===== config.mk =====
export PLATFORM = sky130hd
export DESIGN_NAME = bbx_result_fifo
export DESIGN_NICKNAME = d
export VERILOG_FILES = /design/src/design/rgb_box_blur_3x3_macros.svh /design/src/design/bbx_pkg.sv /design/src/design/bbx_result_fifo.sv
export SDC_FILE = /design/constraint.sdc
export NUM_CORES = 2
export LEC_CHECK = 0
export ABC_CLOCK_PERIOD_IN_PS = 4950
export BUFFER_PORTS_ARGS = -buffer_cell sky130_fd_sc_hd__clkbuf_2
export CAP_MARGIN = 25
export CORE_UTILIZATION = 35
export DETAILED_ROUTE_END_ITERATION = 6
export SLEW_MARGIN = 20
export SYNTH_ARGS = -nofsm -noshare
export SYNTH_HDL_FRONTEND = slang
export SYNTH_SLANG_ARGS = --single-unit
export TNS_END_PERCENT = 50

===== constraint.sdc =====
create_clock -name clk -period 4.95 [get_ports clk]
set_clock_uncertainty 0.15 [all_clocks]
set_input_delay 0.99 -clock clk [delete_from_list [all_inputs] [get_ports clk]]
set_output_delay 0.99 -clock clk [all_outputs]
set_load 0.02 [all_outputs]

===== src/design/rgb_box_blur_3x3_macros.svh =====
// Assertion macros shared by the box blur RTL.
`ifndef RGB_BOX_BLUR_3X3_MACROS_SVH
`define RGB_BOX_BLUR_3X3_MACROS_SVH

// Same-cycle implication, sampled on clk, off while rst_n is low.
`define BBX_ASSERT_IMP(lbl, ante, cons, msg) \
  lbl: assert property (@(posedge clk) disable iff (!rst_n) (ante) |-> (cons)) \
    else $error(msg);

// Next-cycle implication, sampled on clk, off while rst_n is low.
`define BBX_ASSERT_NXT(lbl, ante, cons, msg) \
  lbl: assert property (@(posedge clk) disable iff (!rst_n) (ante) |=> (cons)) \
    else $error(msg);

`endif


===== src/design/bbx_pkg.sv =====
// Types and constants of the 3x3 box blur.
package bbx_pkg;

  localparam int PIX_W      = 8;
  localparam int COORD_W    = 11;
  localparam int CFG_W      = 12;
  localparam int CFG_IDX_W  = 1;
  localparam int CSUM_W     = 10;
  localparam int SUM_W      = 12;
  localparam int RECIP_W    = 13;
  localparam int RECIP_SHIFT = 16;
  localparam int PROD_W     = SUM_W + RECIP_W;

  localparam logic [RECIP_W-1:0] RECIP_9 = 13'd7282;
  localparam logic [CFG_W-1:0] CFG_RESET_SIZE = 12'd2048;

  localparam int MAX_RESULTS = 3;
  localparam int FIFO_DEPTH  = 16;
  localparam int FIFO_PTR_W  = $clog2(FIFO_DEPTH);
  localparam int FIFO_CNT_W  = FIFO_PTR_W + 1;

  typedef enum logic [CFG_IDX_W-1:0] {
    REG_IMAGE_WIDTH  = 1'b0,
    REG_IMAGE_HEIGHT = 1'b1
  } cfg_reg_t;

  typedef struct packed {
    logic [PIX_W-1:0] red;
    logic [PIX_W-1:0] green;
    logic [PIX_W-1:0] blue;
  } pix_t;

  localparam int PIX_BITS = $bits(pix_t);

  typedef struct packed {
    logic               has_first;
    logic               interior;
    logic               has_up;
    logic               has_own;
    logic               row_end;
    logic [COORD_W-1:0] row;
    logic [COORD_W-1:0] col;
  } tag_t;

  typedef struct packed {
    tag_t tag;
    pix_t up;
    pix_t own;
  } carry_t;

  typedef struct packed {
    pix_t               pix;
    logic [COORD_W-1:0] row;
    logic [COORD_W-1:0] col;
    logic               last;
    logic               done;
  } res_t;

endpackage


===== src/design/bbx_result_fifo.sv =====
// Result queue taking up to three entries per cycle and giving one while the reader is ready.
module bbx_result_fifo import bbx_pkg::*; (
  input  logic                  clk,
  input  logic                  rst_n,
  input  logic [MAX_RESULTS-1:0] push_i,
  input  res_t                  ent_i [MAX_RESULTS],
  output logic                  valid_o,
  input  logic                  ready_i,
  output res_t                  ent_o,
  output logic [FIFO_CNT_W-1:0] count_o
);

  res_t                  entries_r [FIFO_DEPTH];
  logic [FIFO_PTR_W-1:0] wptr_r, wptr_nxt;
  logic [FIFO_PTR_W-1:0] rptr_r, rptr_nxt;
  logic [FIFO_CNT_W-1:0] count_r, count_nxt;
  logic [1:0]            off1, off2, push_n;
  logic [FIFO_PTR_W-1:0] wr_idx [MAX_RESULTS];
  logic                  pop;

  always_comb begin
    off1      = {1'b0, push_i[0]};
    off2      = {1'b0, push_i[0]} + {1'b0, push_i[1]};
    push_n    = off2 + {1'b0, push_i[2]};
    wr_idx[0] = wptr_r;
    wr_idx[1] = wptr_r + FIFO_PTR_W'(off1);
    wr_idx[2] = wptr_r + FIFO_PTR_W'(off2);
    pop       = valid_o && ready_i;
    wptr_nxt  = wptr_r + FIFO_PTR_W'(push_n);
    rptr_nxt  = rptr_r + FIFO_PTR_W'(pop);
    count_nxt = count_r + FIFO_CNT_W'(push_n) - FIFO_CNT_W'(pop);
  end

  always_ff @(posedge clk) begin
    if (!rst_n) begin
      wptr_r  <= '0;
      rptr_r  <= '0;
      count_r <= '0;
    end else begin
      wptr_r  <= wptr_nxt;
      rptr_r  <= rptr_nxt;
      count_r <= count_nxt;
    end
  end

  always_ff @(posedge clk) begin
    for (int i = 0; i < MAX_RESULTS; i++) begin
      if (push_i[i]) begin
        entries_r[wr_idx[i]] <= ent_i[i];
      end
    end
  end

  assign valid_o = (count_r != '0);
  assign ent_o   = entries_r[rptr_r];
  assign count_o = count_r;

endmodule


== Word-level counts from Yosys, hierarchy flattened ==
Memory sizes are Yosys's and may differ from the RTL's. A register that Yosys moved wholly into a read port is not among the register bits.
Index checks and enable logic that the tools add are counted.

* $add $sub $neg: 8
* Multiplexer cells: 7
* Reduce and logical (&&, ||, !) cells: 2

{| class="wikitable"
|+ Operator list
! cell !! count
|-
| $add A4 B1 Y4 || 2
|-
| $add A4 B2 Y4 || 2
|-
| $mux W1 || 6
|-
| $add A5 B2 Y5 || 1
|-
| $reduce_bool A5 Y1 || 1
|-
| $sub A5 B1 Y5 || 1
|-
| $mux W4 || 1
|-
| $add A1 B1 Y2 || 1
|-
| $add A2 B1 Y2 || 1
|-
| $logic_and A1 B1 Y1 || 1
|}

* Input port bits: 150
* Memories: 1
* Logic and storage cells: 21
* Output and inout bits: 54
* Register bits: 13
* Bits in writable memories: 768

{| class="wikitable"
|+ Memory list
! name !! words !! width !! read ports !! clocked after memory_dff !! write ports !! RTL line !! RTL
|-
| entries_r || 16 || 48 || 1 || 1 || 3 || bbx_result_fifo.sv:13 || <nowiki>res_t entries_r [FIFO_DEPTH];</nowiki>
|}

== Longest topological paths before layout ==
* Depth after elaboration: 4
* Gate-level depth with buffers: 14

== Least setup slack after synthesis ==
No wires, ideal clock.

* Path kind: input to register
* Start point: input port push_i[0]
* End point: memory entries_r[10][0] (netlist bit), enable pin
* Required time: 4.093 ns
* Setup slack: -0.121 ns
* Cell stages on the path: 8
* Arrival time: 4.214 ns
* Cell sequence: ha_1 > ha_1 > fa_1 > and3_1 > mux2_2 > o21ai_1 > clkbuf_1 > nand3_1

{| class="wikitable"
|+ RTL lines
! element !! RTL line !! RTL
|-
| start, declared || bbx_result_fifo.sv:5 || <nowiki>input logic [MAX_RESULTS-1:0] push_i,</nowiki>
|-
| end, declared || bbx_result_fifo.sv:13 ||
|}

==> qor.yml <==
crit_required_ps: 3810
path_clk_slew_ps: 60
hold_viol: 0
holdPathStages: 2
syn_inst: 4226
synth-simple-area-share_pct: 9.019
worstHoldStart: "count_o[0]"
syn_to_final_growth_pct: 12.60
r2r_start: "wptr_r[1]"
grt_pass1_wl_um: 257500
max_cap_violations: 0
grt_pass1_vias: 35711
muxShareOfSynthArea_pct: 20.89
core_um2: 132100
start_util_pct: 35.46
nFillCells: 12521
holdPathEnd: "count_o[0]"
crit_path_start_kind: "register"
wire_per_inst_um: 30.22
vias: 36870
tritoncts: "built"
rr_endpoint: "entries_r[13][14]"
cts_root_buffer: "clkbuf_16"
yosys.area_share.adder_pct: 0.5983
synth-seq-area-share_pct: 49.78
slew_headroom_pct: 27.96
gr-usage-all-layers_pct: 25.90
powerDensity_nw_per_um2: 429.9
cts.sinks: 781
dieArea_um2: 135300
layout-drive-gt1-share_pct: 18.65
gp_congestion: 0.8637
worst_pin_slew_ps: 1081
drc: 8
nNetsFinal: 4275
syn_nets: 4396
viasPerCell: 6.201
port_buffers: 203
synth_warnings: 0
arrival_ps: 3280
synth_enable_flop_cells: 768
syn-cell-area_um2: 46850
fin_crit_ps: 4419
ant_nets: 0
combPwrFrac_pct: 32.2
total_leakage_power_nw: 21.08
place.detailed.hpwl_um: 102200
synth_compound_area_share_pct: 14.26
hp-class: "reg -> reg"
switching_share_pct: 33.86
antenna_found_initial: 18
clock_power_share_pct: 29.5
cts-buffers-inserted: 93
max-vdd-ir-drop_uv: 301.3
cts_setup_buffers: 0
chipHeight_um: 367.9
worstRegToRegCells: 7
cp-end-kind: "output pin"
setup_tns_ps: 0
fp.dieW_um: 367.9
grt_max_degree: 137
hold_buffers: 0
status: "complete, but fails checks"
p_int_mw: 15.00
first_iter_violations: 4920
fmax_mhz: 226.3
post-route-period-util_pct: 89.27
final-setup-viol-count: 0
clockBufferDepth: 3
synth_async_sr_flop_share_pct: 0
violations: "design-rule violations"
critPathKind: "reg -> out"
p_total_mw: 22.68
syn_avg_cell_area_um2: 11.09
synth-main-ff-cell: "edfxtp_1"
ctsResizeCount: 0
synth-xor-area-share_pct: 0.1309
rrSetupSlack_ps: 740
wl_um: 179700
p_sw_mw: 7.677
synth_seq_cells: 781
grt_overflow: 0
synth_top_family_by_area: "multiplexers"
clk_latency_ps: 720
dr.pass1.iters: 7
io_pins: 204
pwr-share-seq_pct: 38.3
synth_cell_types: 46
rows: 133
htreeDepth: 3
rsz0062_at_grt: "false"
slew_violations: 0
cp_max_fo: 26
-- synthesized netlist by cell type, types with 22 or more instances --
cell,count,area share (%)
edfxtp_1,768,49
a21oi_1,634,6.8
nor2_1,584,4.7
mux2i_1,433,9.3
nand2_1,403,3.2
clkbuf_1,331,2.7
a31oi_1,240,3.2
mux4_2,240,12
a2bb2oi_1,192,3.6
buf_2,155,1.7
buf_1,44,0.35
nand3_1,22,0.24
-- flip-flops by register name (all words and copies together), names as in the netlist --
register,count
entries_r,768
count_o,5
rptr_r,4
wptr_r,4
-- through the flow --
step | hold slack, ps | util [%] | cells | instance area (um^2) | setup WS, ps
floorplan | 405.4 | - | 4226 | 46870 | -107.8
global placement | 469.0 | 37.75 | 5765 | 49880 | 245.4
detailed placement | 485.7 | 37.75 | 5765 | 49880 | 169.4
CTS | 503.6 | 39.91 | 5938 | 52730 | 494.6
global route | 559.3 | 39.92 | 5945 | 52750 | 471.2
finish | 507.5 | 39.92 | 5946 | 52750 | 530.9
-- critical path: stages (launching register included) --
cell      delay [ps]
dfxtp_4          630
buf_12           310
buf_4            280
mux4_2           530
mux4_2           570
clkbuf_2         200
-- layout make-up --
class | count | area [um^2] | area share, %
multi-input cells | 2874 | 21600 | 40.95
clock inverters | 49 | 360.3 | 0.6831
inverters | 11 | 41.29 | 0.07827
clock buffers | 124 | 2495 | 4.729
diodes | 8 | 20.02 | 0.03795
flip-flops and latches | 781 | 23340 | 44.24
well taps | 1755 | 2196 | 4.163
repair buffers | 344 | 2700 | 5.118
-- layout by cell type (no fill, tap or decap), drive strengths merged, types with 22 or more instances in the layout --
master   Yosys  routed
edfxtp     768     768
a21oi      638     638
clkinv       0      36
a2bb2oi    192     192
buf        229     141
nand2      403     403
mux2i      433     433
nor2       584     584
nand3       22      22
a31oi      240     240
mux4       240     240
clkbuf     331     327
-- logic make-up after synthesis --
family / after synthesis
AO/OA/AOI/OAI: 1103
AND/OR/NAND/NOR: 1067
flip-flops: 781
multiplexers: 677
buffers and inverters: 571
adder cells (fa/ha/maj): 20
XOR/XNOR: 7
-- power by group through the flow --
stage	sequential, mW	combinational (mW)	clock, mW
floorplan	8.71	4.64	0
global placement	8.81	7.13	0
detailed placement	8.83	7.25	0
CTS	8.69	7.27	6.73
global route	8.76	7.64	6.97
finish	8.69	7.29	6.69
-- per-layer routing --
metal / share of wire [%] / wire, um / vias up / track usage (%)
li1: - / - / 15650 / -
met1: 38 / 68640 / 18214 / 34.10
met2: 46 / 83390 / 2524 / 40.92
met3: 11 / 19720 / 468 / 5.467
met4: 4.4 / 7858 / 14 / 11.63
met5: 0.051 / 92 / - / 0
-- how the worst max path moves through the flow --
stage / start / end / slack (ps) / cells after the start
final: rptr_r[0] / ent_o[25] / 530 / 5
after global routing: rptr_r[0] / ent_o[25] / 470 / 5
after CTS: rptr_r[0] / ent_o[25] / 490 / 5
after detailed placement: push_i[1] / entries_r[14][10] / 170 / 10
after global placement: push_i[0] / entries_r[13][2] / 250 / 10
after floorplan: push_i[0] / entries_r[1][0] / -110 / 8
Power figures use the tool's default switching activity.
