**config.mk**
```make
export PLATFORM = sky130hd
export DESIGN_NAME = bbx_blur
export DESIGN_NICKNAME = d
export VERILOG_FILES = /design/src/design/rgb_box_blur_3x3_macros.svh /design/src/design/bbx_pkg.sv /design/src/design/bbx_blur.sv
export SDC_FILE = /design/constraint.sdc
export NUM_CORES = 1
export LEC_CHECK = 0
export ABC_AREA = 1
export BUFFER_PORTS_ARGS = -buffer_cell sky130_fd_sc_hd__buf_2
export CELL_PAD_IN_SITES_DETAIL_PLACEMENT = 0
export CELL_PAD_IN_SITES_GLOBAL_PLACEMENT = 2
export CORE_MARGIN = 2
export CORE_UTILIZATION = 42
export DETAILED_ROUTE_END_ITERATION = 10
export PLACE_DENSITY_LB_ADDON = 0.1
export SLEW_MARGIN = 20
export SYNTH_ARGS = -nofsm -noshare
export SYNTH_HDL_FRONTEND = slang
export SYNTH_SLANG_ARGS = --single-unit
```
**constraint.sdc**
```tcl
create_clock -name clk -period 5.9 [get_ports clk]
set_input_delay 0.295 -clock clk [delete_from_list [all_inputs] [get_ports clk]]
set_output_delay 0.295 -clock clk [all_outputs]
set_load 0.05 [all_outputs]
```
**src/design/rgb_box_blur_3x3_macros.svh**
```systemverilog
// Assertion macros shared by the box blur RTL.
`ifndef RGB_BOX_BLUR_3X3_MACROS_SVH
`define RGB_BOX_BLUR_3X3_MACROS_SVH

// Same-cycle implication, sampled on clk, off while rst_n is low.
`define BBX_ASSERT_IMP(lbl, ante, cons, msg) \
  lbl: assert property (@(posedge clk) disable iff (!rst_n) (ante) |-> (cons)) \
    else $error(msg);

// Next-cycle implication, sampled on clk, off while rst_n is low.
`define BBX_ASSERT_NXT(lbl, ante, cons, msg) \
  lbl: assert property (@(posedge clk) disable iff (!rst_n) (ante) |=> (cons)) \
    else $error(msg);

`endif

```
**src/design/bbx_pkg.sv**
```systemverilog
// Types and constants of the 3x3 box blur.
package bbx_pkg;

  localparam int PIX_W      = 8;
  localparam int COORD_W    = 11;
  localparam int CFG_W      = 12;
  localparam int CFG_IDX_W  = 1;
  localparam int CSUM_W     = 10;
  localparam int SUM_W      = 12;
  localparam int RECIP_W    = 13;
  localparam int RECIP_SHIFT = 16;
  localparam int PROD_W     = SUM_W + RECIP_W;

  localparam logic [RECIP_W-1:0] RECIP_9 = 13'd7282;
  localparam logic [CFG_W-1:0] CFG_RESET_SIZE = 12'd2048;

  localparam int MAX_RESULTS = 3;
  localparam int FIFO_DEPTH  = 16;
  localparam int FIFO_PTR_W  = $clog2(FIFO_DEPTH);
  localparam int FIFO_CNT_W  = FIFO_PTR_W + 1;

  typedef enum logic [CFG_IDX_W-1:0] {
    REG_IMAGE_WIDTH  = 1'b0,
    REG_IMAGE_HEIGHT = 1'b1
  } cfg_reg_t;

  typedef struct packed {
    logic [PIX_W-1:0] red;
    logic [PIX_W-1:0] green;
    logic [PIX_W-1:0] blue;
  } pix_t;

  localparam int PIX_BITS = $bits(pix_t);

  typedef struct packed {
    logic               has_first;
    logic               interior;
    logic               has_up;
    logic               has_own;
    logic               row_end;
    logic [COORD_W-1:0] row;
    logic [COORD_W-1:0] col;
  } tag_t;

  typedef struct packed {
    tag_t tag;
    pix_t up;
    pix_t own;
  } carry_t;

  typedef struct packed {
    pix_t               pix;
    logic [COORD_W-1:0] row;
    logic [COORD_W-1:0] col;
    logic               last;
    logic               done;
  } res_t;

endpackage

```
**src/design/bbx_blur.sv**
```systemverilog
// Window column sums, 3x3 total and divide by nine.
module bbx_blur import bbx_pkg::*; (
  input  logic   clk,
  input  logic   rst_n,
  input  logic   valid_i,
  input  pix_t   older_i,
  input  pix_t   up_i,
  input  carry_t carry_i,
  output logic   valid_o,
  output carry_t carry_o,
  output pix_t   blur_o,
  output pix_t   center_o
);

  typedef struct packed {
    logic [CSUM_W-1:0] red;
    logic [CSUM_W-1:0] green;
    logic [CSUM_W-1:0] blue;
  } csum_t;

  typedef struct packed {
    logic [SUM_W-1:0] red;
    logic [SUM_W-1:0] green;
    logic [SUM_W-1:0] blue;
  } sum_t;

  function automatic csum_t col_sum(pix_t a, pix_t b, pix_t c);
    col_sum.red   = CSUM_W'(a.red) + CSUM_W'(b.red) + CSUM_W'(c.red);
    col_sum.green = CSUM_W'(a.green) + CSUM_W'(b.green) + CSUM_W'(c.green);
    col_sum.blue  = CSUM_W'(a.blue) + CSUM_W'(b.blue) + CSUM_W'(c.blue);
  endfunction

  // Window: column sums of the three columns, middle pixel of the newest one.
  csum_t  cs0_r, cs1_r, cs2_r;
  pix_t   mid2_r;

  logic   a_valid_r, b_valid_r, c_valid_r;
  carry_t a_carry_r, b_carry_r, c_carry_r;
  pix_t   a_center_r, b_center_r, c_center_r;
  sum_t   b_tot_r;
  sum_t   tot;
  pix_t   c_blur_r;
  logic [PROD_W-1:0] prod_red, prod_green, prod_blue;

  always_comb begin
    tot.red   = SUM_W'(cs0_r.red) + SUM_W'(cs1_r.red) + SUM_W'(cs2_r.red);
    tot.green = SUM_W'(cs0_r.green) + SUM_W'(cs1_r.green) + SUM_W'(cs2_r.green);
    tot.blue  = SUM_W'(cs0_r.blue) + SUM_W'(cs1_r.blue) + SUM_W'(cs2_r.blue);
    prod_red   = PROD_W'(b_tot_r.red) * PROD_W'(RECIP_9);
    prod_green = PROD_W'(b_tot_r.green) * PROD_W'(RECIP_9);
    prod_blue  = PROD_W'(b_tot_r.blue) * PROD_W'(RECIP_9);
  end

  always_ff @(posedge clk) begin
    if (!rst_n) begin
      a_valid_r <= 1'b0;
      b_valid_r <= 1'b0;
      c_valid_r <= 1'b0;
    end else begin
      a_valid_r <= valid_i;
      b_valid_r <= a_valid_r;
      c_valid_r <= b_valid_r;
    end
  end

  always_ff @(posedge clk) begin
    if (valid_i) begin
      cs0_r      <= cs1_r;
      cs1_r      <= cs2_r;
      cs2_r      <= col_sum(older_i, up_i, carry_i.own);
      mid2_r     <= up_i;
      a_center_r <= mid2_r;
      a_carry_r  <= carry_i;
    end
    if (a_valid_r) begin
      b_tot_r    <= tot;
      b_center_r <= a_center_r;
      b_carry_r  <= a_carry_r;
    end
    if (b_valid_r) begin
      c_blur_r.red   <= prod_red[RECIP_SHIFT +: PIX_W];
      c_blur_r.green <= prod_green[RECIP_SHIFT +: PIX_W];
      c_blur_r.blue  <= prod_blue[RECIP_SHIFT +: PIX_W];
      c_center_r     <= b_center_r;
      c_carry_r      <= b_carry_r;
    end
  end

  assign valid_o  = c_valid_r;
  assign carry_o  = c_carry_r;
  assign blur_o   = c_blur_r;
  assign center_o = c_center_r;

endmodule

```
Word level (Yosys, flattened, before mapping)
Index checks and enable logic that the tools add are counted.
{"block": "totals", "reg_bits": 474, "inputBits": 126, "output_inout_bits": 124}
{"block": "op_classes", "addsub": 12, "multipliers": 3}
{"cell": "$mul A12 B12 Y23 const B", "n": 3}
{"cell": "$add A11 B10 Y12", "n": 3}
{"cell": "$add A10 B10 Y11", "n": 3}
{"cell": "$add A9 B8 Y10", "n": 3}
{"cell": "$add A8 B8 Y9", "n": 3}

Logic depth before layout (Yosys ltp)
{"block": "logic_depth", "word_depth": 2, "mapped_depth": 22, "depth_no_buf": 22}

Worst setup path after synthesis
Ideal clock, no wire load.
{"block": "synth_path", "path_type": "reg-to-reg", "startpoint": "reg b_tot_r[19] (netlist bit)", "endpoint": "reg c_blur_r, in the netlist blur_o[11], data pin", "t_arrival_ns": 3.929, "required_time_ns": 5.641, "setup_slack_ns": 1.712, "path_stages_with_launch": 18, "cell_sequence": "edfxtp_1 -> fa_1 -> ha_1 -> inv_1 -> fa_1 -> inv_1 -> fa_1 -> inv_1 -> fa_1 -> inv_1 -> ha_1 -> nand2_1 -> inv_1 -> a21oi_1 -> nor2_1 -> nor2_1 -> nand2_1 -> xor2_1"}
{"block": "synth_via", "elab_chain_len": 1}
{"item": "start, declared", "line": "bbx_blur.sv:40", "source": "sum_t b_tot_r;"}
{"item": "start signal, assigned", "line": "bbx_blur.sv:76", "source": "b_tot_r <= tot;"}
{"item": "$mul A12 B12 Y23", "line": "bbx_blur.sv:50", "source": "prod_green = PROD_W'(b_tot_r.green) * PROD_W'(RECIP_9);"}
{"item": "net prod_green[19]", "line": "bbx_blur.sv:43", "source": "logic [PROD_W-1:0] prod_red, prod_green, prod_blue;"}
{"item": "end, declared", "line": "bbx_blur.sv:42", "source": "pix_t c_blur_r;"}
The timed path passes the listed nets, and every way through them passes these cells.
A chain may end at the register's enable or synchronous reset.

Worst setup path in the final report
{"block": "layout_path", "startpoint": "reg b_tot_r[3] (netlist bit)", "endpoint": "reg c_blur_r, in the netlist blur_o[2], data pin"}
{"block": "layout_via", "elab_chain_len": 1}
{"item": "$mul A12 B12 Y23", "line": "bbx_blur.sv:51", "source": "prod_blue = PROD_W'(b_tot_r.blue) * PROD_W'(RECIP_9);"}
{"item": "net prod_blue[18]", "line": "bbx_blur.sv:43"}
The timed path passes the listed nets, and every way through them passes these cells.

==> impl_metrics.tcl <==
set metrics [dict create \
    status "finished clean" \
    synth_top_area_share_pct 57.42 \
    cp_top_family "adder cells" \
    syn_area_um2 24630 \
    crit_cells 15 \
    ys.flop_type "edfxtp_1" \
    r2r_start "b_tot_r[3]" \
    setup_viol 0 \
    rsz0062_at_grt "no" \
    critical_path.endpoint_type "flop" \
    postLayoutCellArea_um2 29540 \
    worstMarginPinSlew_ns 0.9681 \
    root_buffer "clkbuf_16" \
    globalRouteOverflowTotal 0 \
    htreeDepth 2 \
    hpwlAfterDp_mm 36.29 \
    area_growth_pct 19.91 \
    rrSetupSlack_ns 1.44 \
    synth_edf_count 471 \
    yosys.area.top_type "edfxtp_1" \
    avgSynthCellArea_um2 13.59 \
    multi_input_area_um2 9228 \
    n_fill_cell 5022 \
    start_util_pct 42.61 \
    slew_violations 0 \
    dr_total_vias 13920 \
    antenna_found_initial 5 \
    tns_ns 0 \
    maxCapViolations 0 \
    async_reset_ff_share_pct 0 \
    clockBufferDepth 3 \
    grt_pass1_wl_mm 79.14 \
    cp_cell_sequence "fa_1 > ha_1 > inv_1 > fa_1 > inv_1 > fa_1 > inv_1 > fa_1 > inv_1 > ha_1 > a21oi_1 > o21ai_0 > a21oi_1 > nand2_1 > xor2_1" \
    portBuffers 249 \
    critPathMaxStageDelay_ns 0.53 \
    whs_path_depth 3 \
    cp_max_fo 4 \
    die_w_um 246.2 \
    avgViaCountPerCell 4.602 \
    min_path_type "input port to flop" \
    gp_congestion 0.8234 \
    critPathSlowestCell "fa_1" \
    netlist_top_cells_area "edfxtp_1 (57%), ha_1 (13%), fa_1 (12%), inv_1 (4.8%), nand2_1 (3.7%)" \
    hold_buffers 100 \
    yosys_warnings 0 \
    clk_pin_slew_ns 0.06 \
    cts_resized 0 \
    drive_above_1_share_pct 15.73 \
    drt-initial-drc-count 449 \
    clk_latency_ns 0.59 \
    die_area_um2 60600 \
    syn-num-nets 2333 \
    path_buf_inv 4 \
    track_usage_pct 16.52 \
    clock_sinks 474 \
    wl_per_cell_um 15.92 \
    nets 2739 \
    finalCritPeriodShare_pct 75.63 \
    drc 0 \
    min_from "older_i[9]" \
    fin_skew_ns 0.02349 \
    die_h_um 246.2 \
    fp-row-count 88 \
    io_pins 250 \
    ys_ff_latch 474 \
    crit_type "flop to flop" \
    place_area_um2 26880 \
    hold_viol_final 0 \
    grt_max_degree 101 \
    layout_min_cycle_time_ns 4.462 \
    slew_headroom_pct 35.46 \
    required_ns 6.22 \
    critical_path_arrival_ns 4.78 \
    critPathLaunchType "flop" \
    first_global_vias 15170 \
    wirelength_mm 48.16 \
    cts_setup_buffers 0 \
    crit_path_start "b_tot_r[3]" \
    ff_latch_area_um2 14210 \
    ys_types 37 \
    max_freq_mhz 224.1 \
    ant_nets 0 \
    ys_seq_area_share_pct 57.66 \
    dr.pass1.iters 5 \
    cts_tree "yes" \
    coreArea_um2 57810 \
    netlist_instances 1813 \
    numCtsBuffers 50 \
    rr_worst_depth 15 \
]
## worst paths after layout
kind / to
worst max register to register: blur_o[2]
worst max-delay path: blur_o[2]
worst min register to register: b_carry_r[3]
worst min-delay path: cs2_r[11]
## final cells by class
cell class	instances	area share [%]
Sequential cell	474	48.11
Multi-Input combinational cell	1019	31.24
Timing Repair Buffer	354	7.811
Clock buffer	63	4.473
Inverter	320	4.067
Tap cell	765	3.241
Clock inverter	27	1.038
Antenna cell	2	0.01694
## sequential cells by signal, indices dropped and copies added, names as in the netlist, 24 cells and up
signal	flops
b_center_r	24
carry_o	75
blur_o	24
cs1_r	30
cs2_r	30
b_tot_r	36
center_o	24
mid2_r	24
a_carry_r	75
b_carry_r	75
cs0_r	30
a_center_r	24
## placed cells by master (no fill, tap or decap), types with 55 or more instances in the layout
cell | synthesis | routed
fa_1 | 147 | 147
nand2_1 | 241 | 241
inv_1 | 316 | 316
edfxtp_1 | 471 | 471
ha_1 | 247 | 247
nand3_1 | 55 | 55
dlygate4sd3_1 | 0 | 100
nor2_1 | 66 | 66
buf_2 | 0 | 248
a21oi_1 | 79 | 79
## synthesized netlist by cell type (all sizes together) (4+ instances only)
cell type	n
fa	147
nand4	19
inv	320
xor2	41
a21oi	80
o21a	6
o21bai	9
ha	247
nor3	11
xnor2	19
o211ai	4
edfxtp	471
nand3	55
o21ai	29
nor2	70
nand2	248
a21o	16
## per-layer routing
| layer | share of wire, % | wire (um) | GRT usage (%) |
|---|---|---|---|
| met3 | 6.3 | 3024 | 4.771 |
| met1 | 46 | 21930 | 21.91 |
| met2 | 46 | 22160 | 26.69 |
| met4 | 2.1 | 997 | 4.171 |
| met5 | 0.081 | 39 | 0 |
## cells by family after synthesis
| group | after synthesis | synth area share [%] |
|---|---|---|
| AND/OR/NAND/NOR | 410 | 7.076 |
| adder cells (fa/ha/maj) | 394 | 24.49 |
| XOR/XNOR | 60 | 2.133 |
| AO/OA/AOI/OAI | 155 | 3.759 |
| buffers and inverters | 320 | 4.876 |
| flip-flops | 474 | 57.66 |
## tightest hold or removal path: cells and delay by family
kind	cells	cell delay [ns]
fa+ha+maj	2	0.30
buf+inv	1	0.10
## stage by stage
stage / hold slack, ns / worst slack (ns) / std cells / util (%)
5_1_grt: 0.2003 / 1.181 / 3022 / 51.09
2_1_floorplan: 0.3885 / 1.712 / 1813 / -
4_1_cts: 0.1649 / 1.432 / 3021 / 51.05
6_report: 0.2095 / 1.438 / 3024 / 51.10
3_3_place_gp: 0.4002 / 1.477 / 2831 / 46.51
3_5_place_dp: 0.4045 / 1.435 / 2831 / 46.51
Power is not shown: default switching activity piles up to over one toggle a cycle in this logic, so the estimate is an artifact.
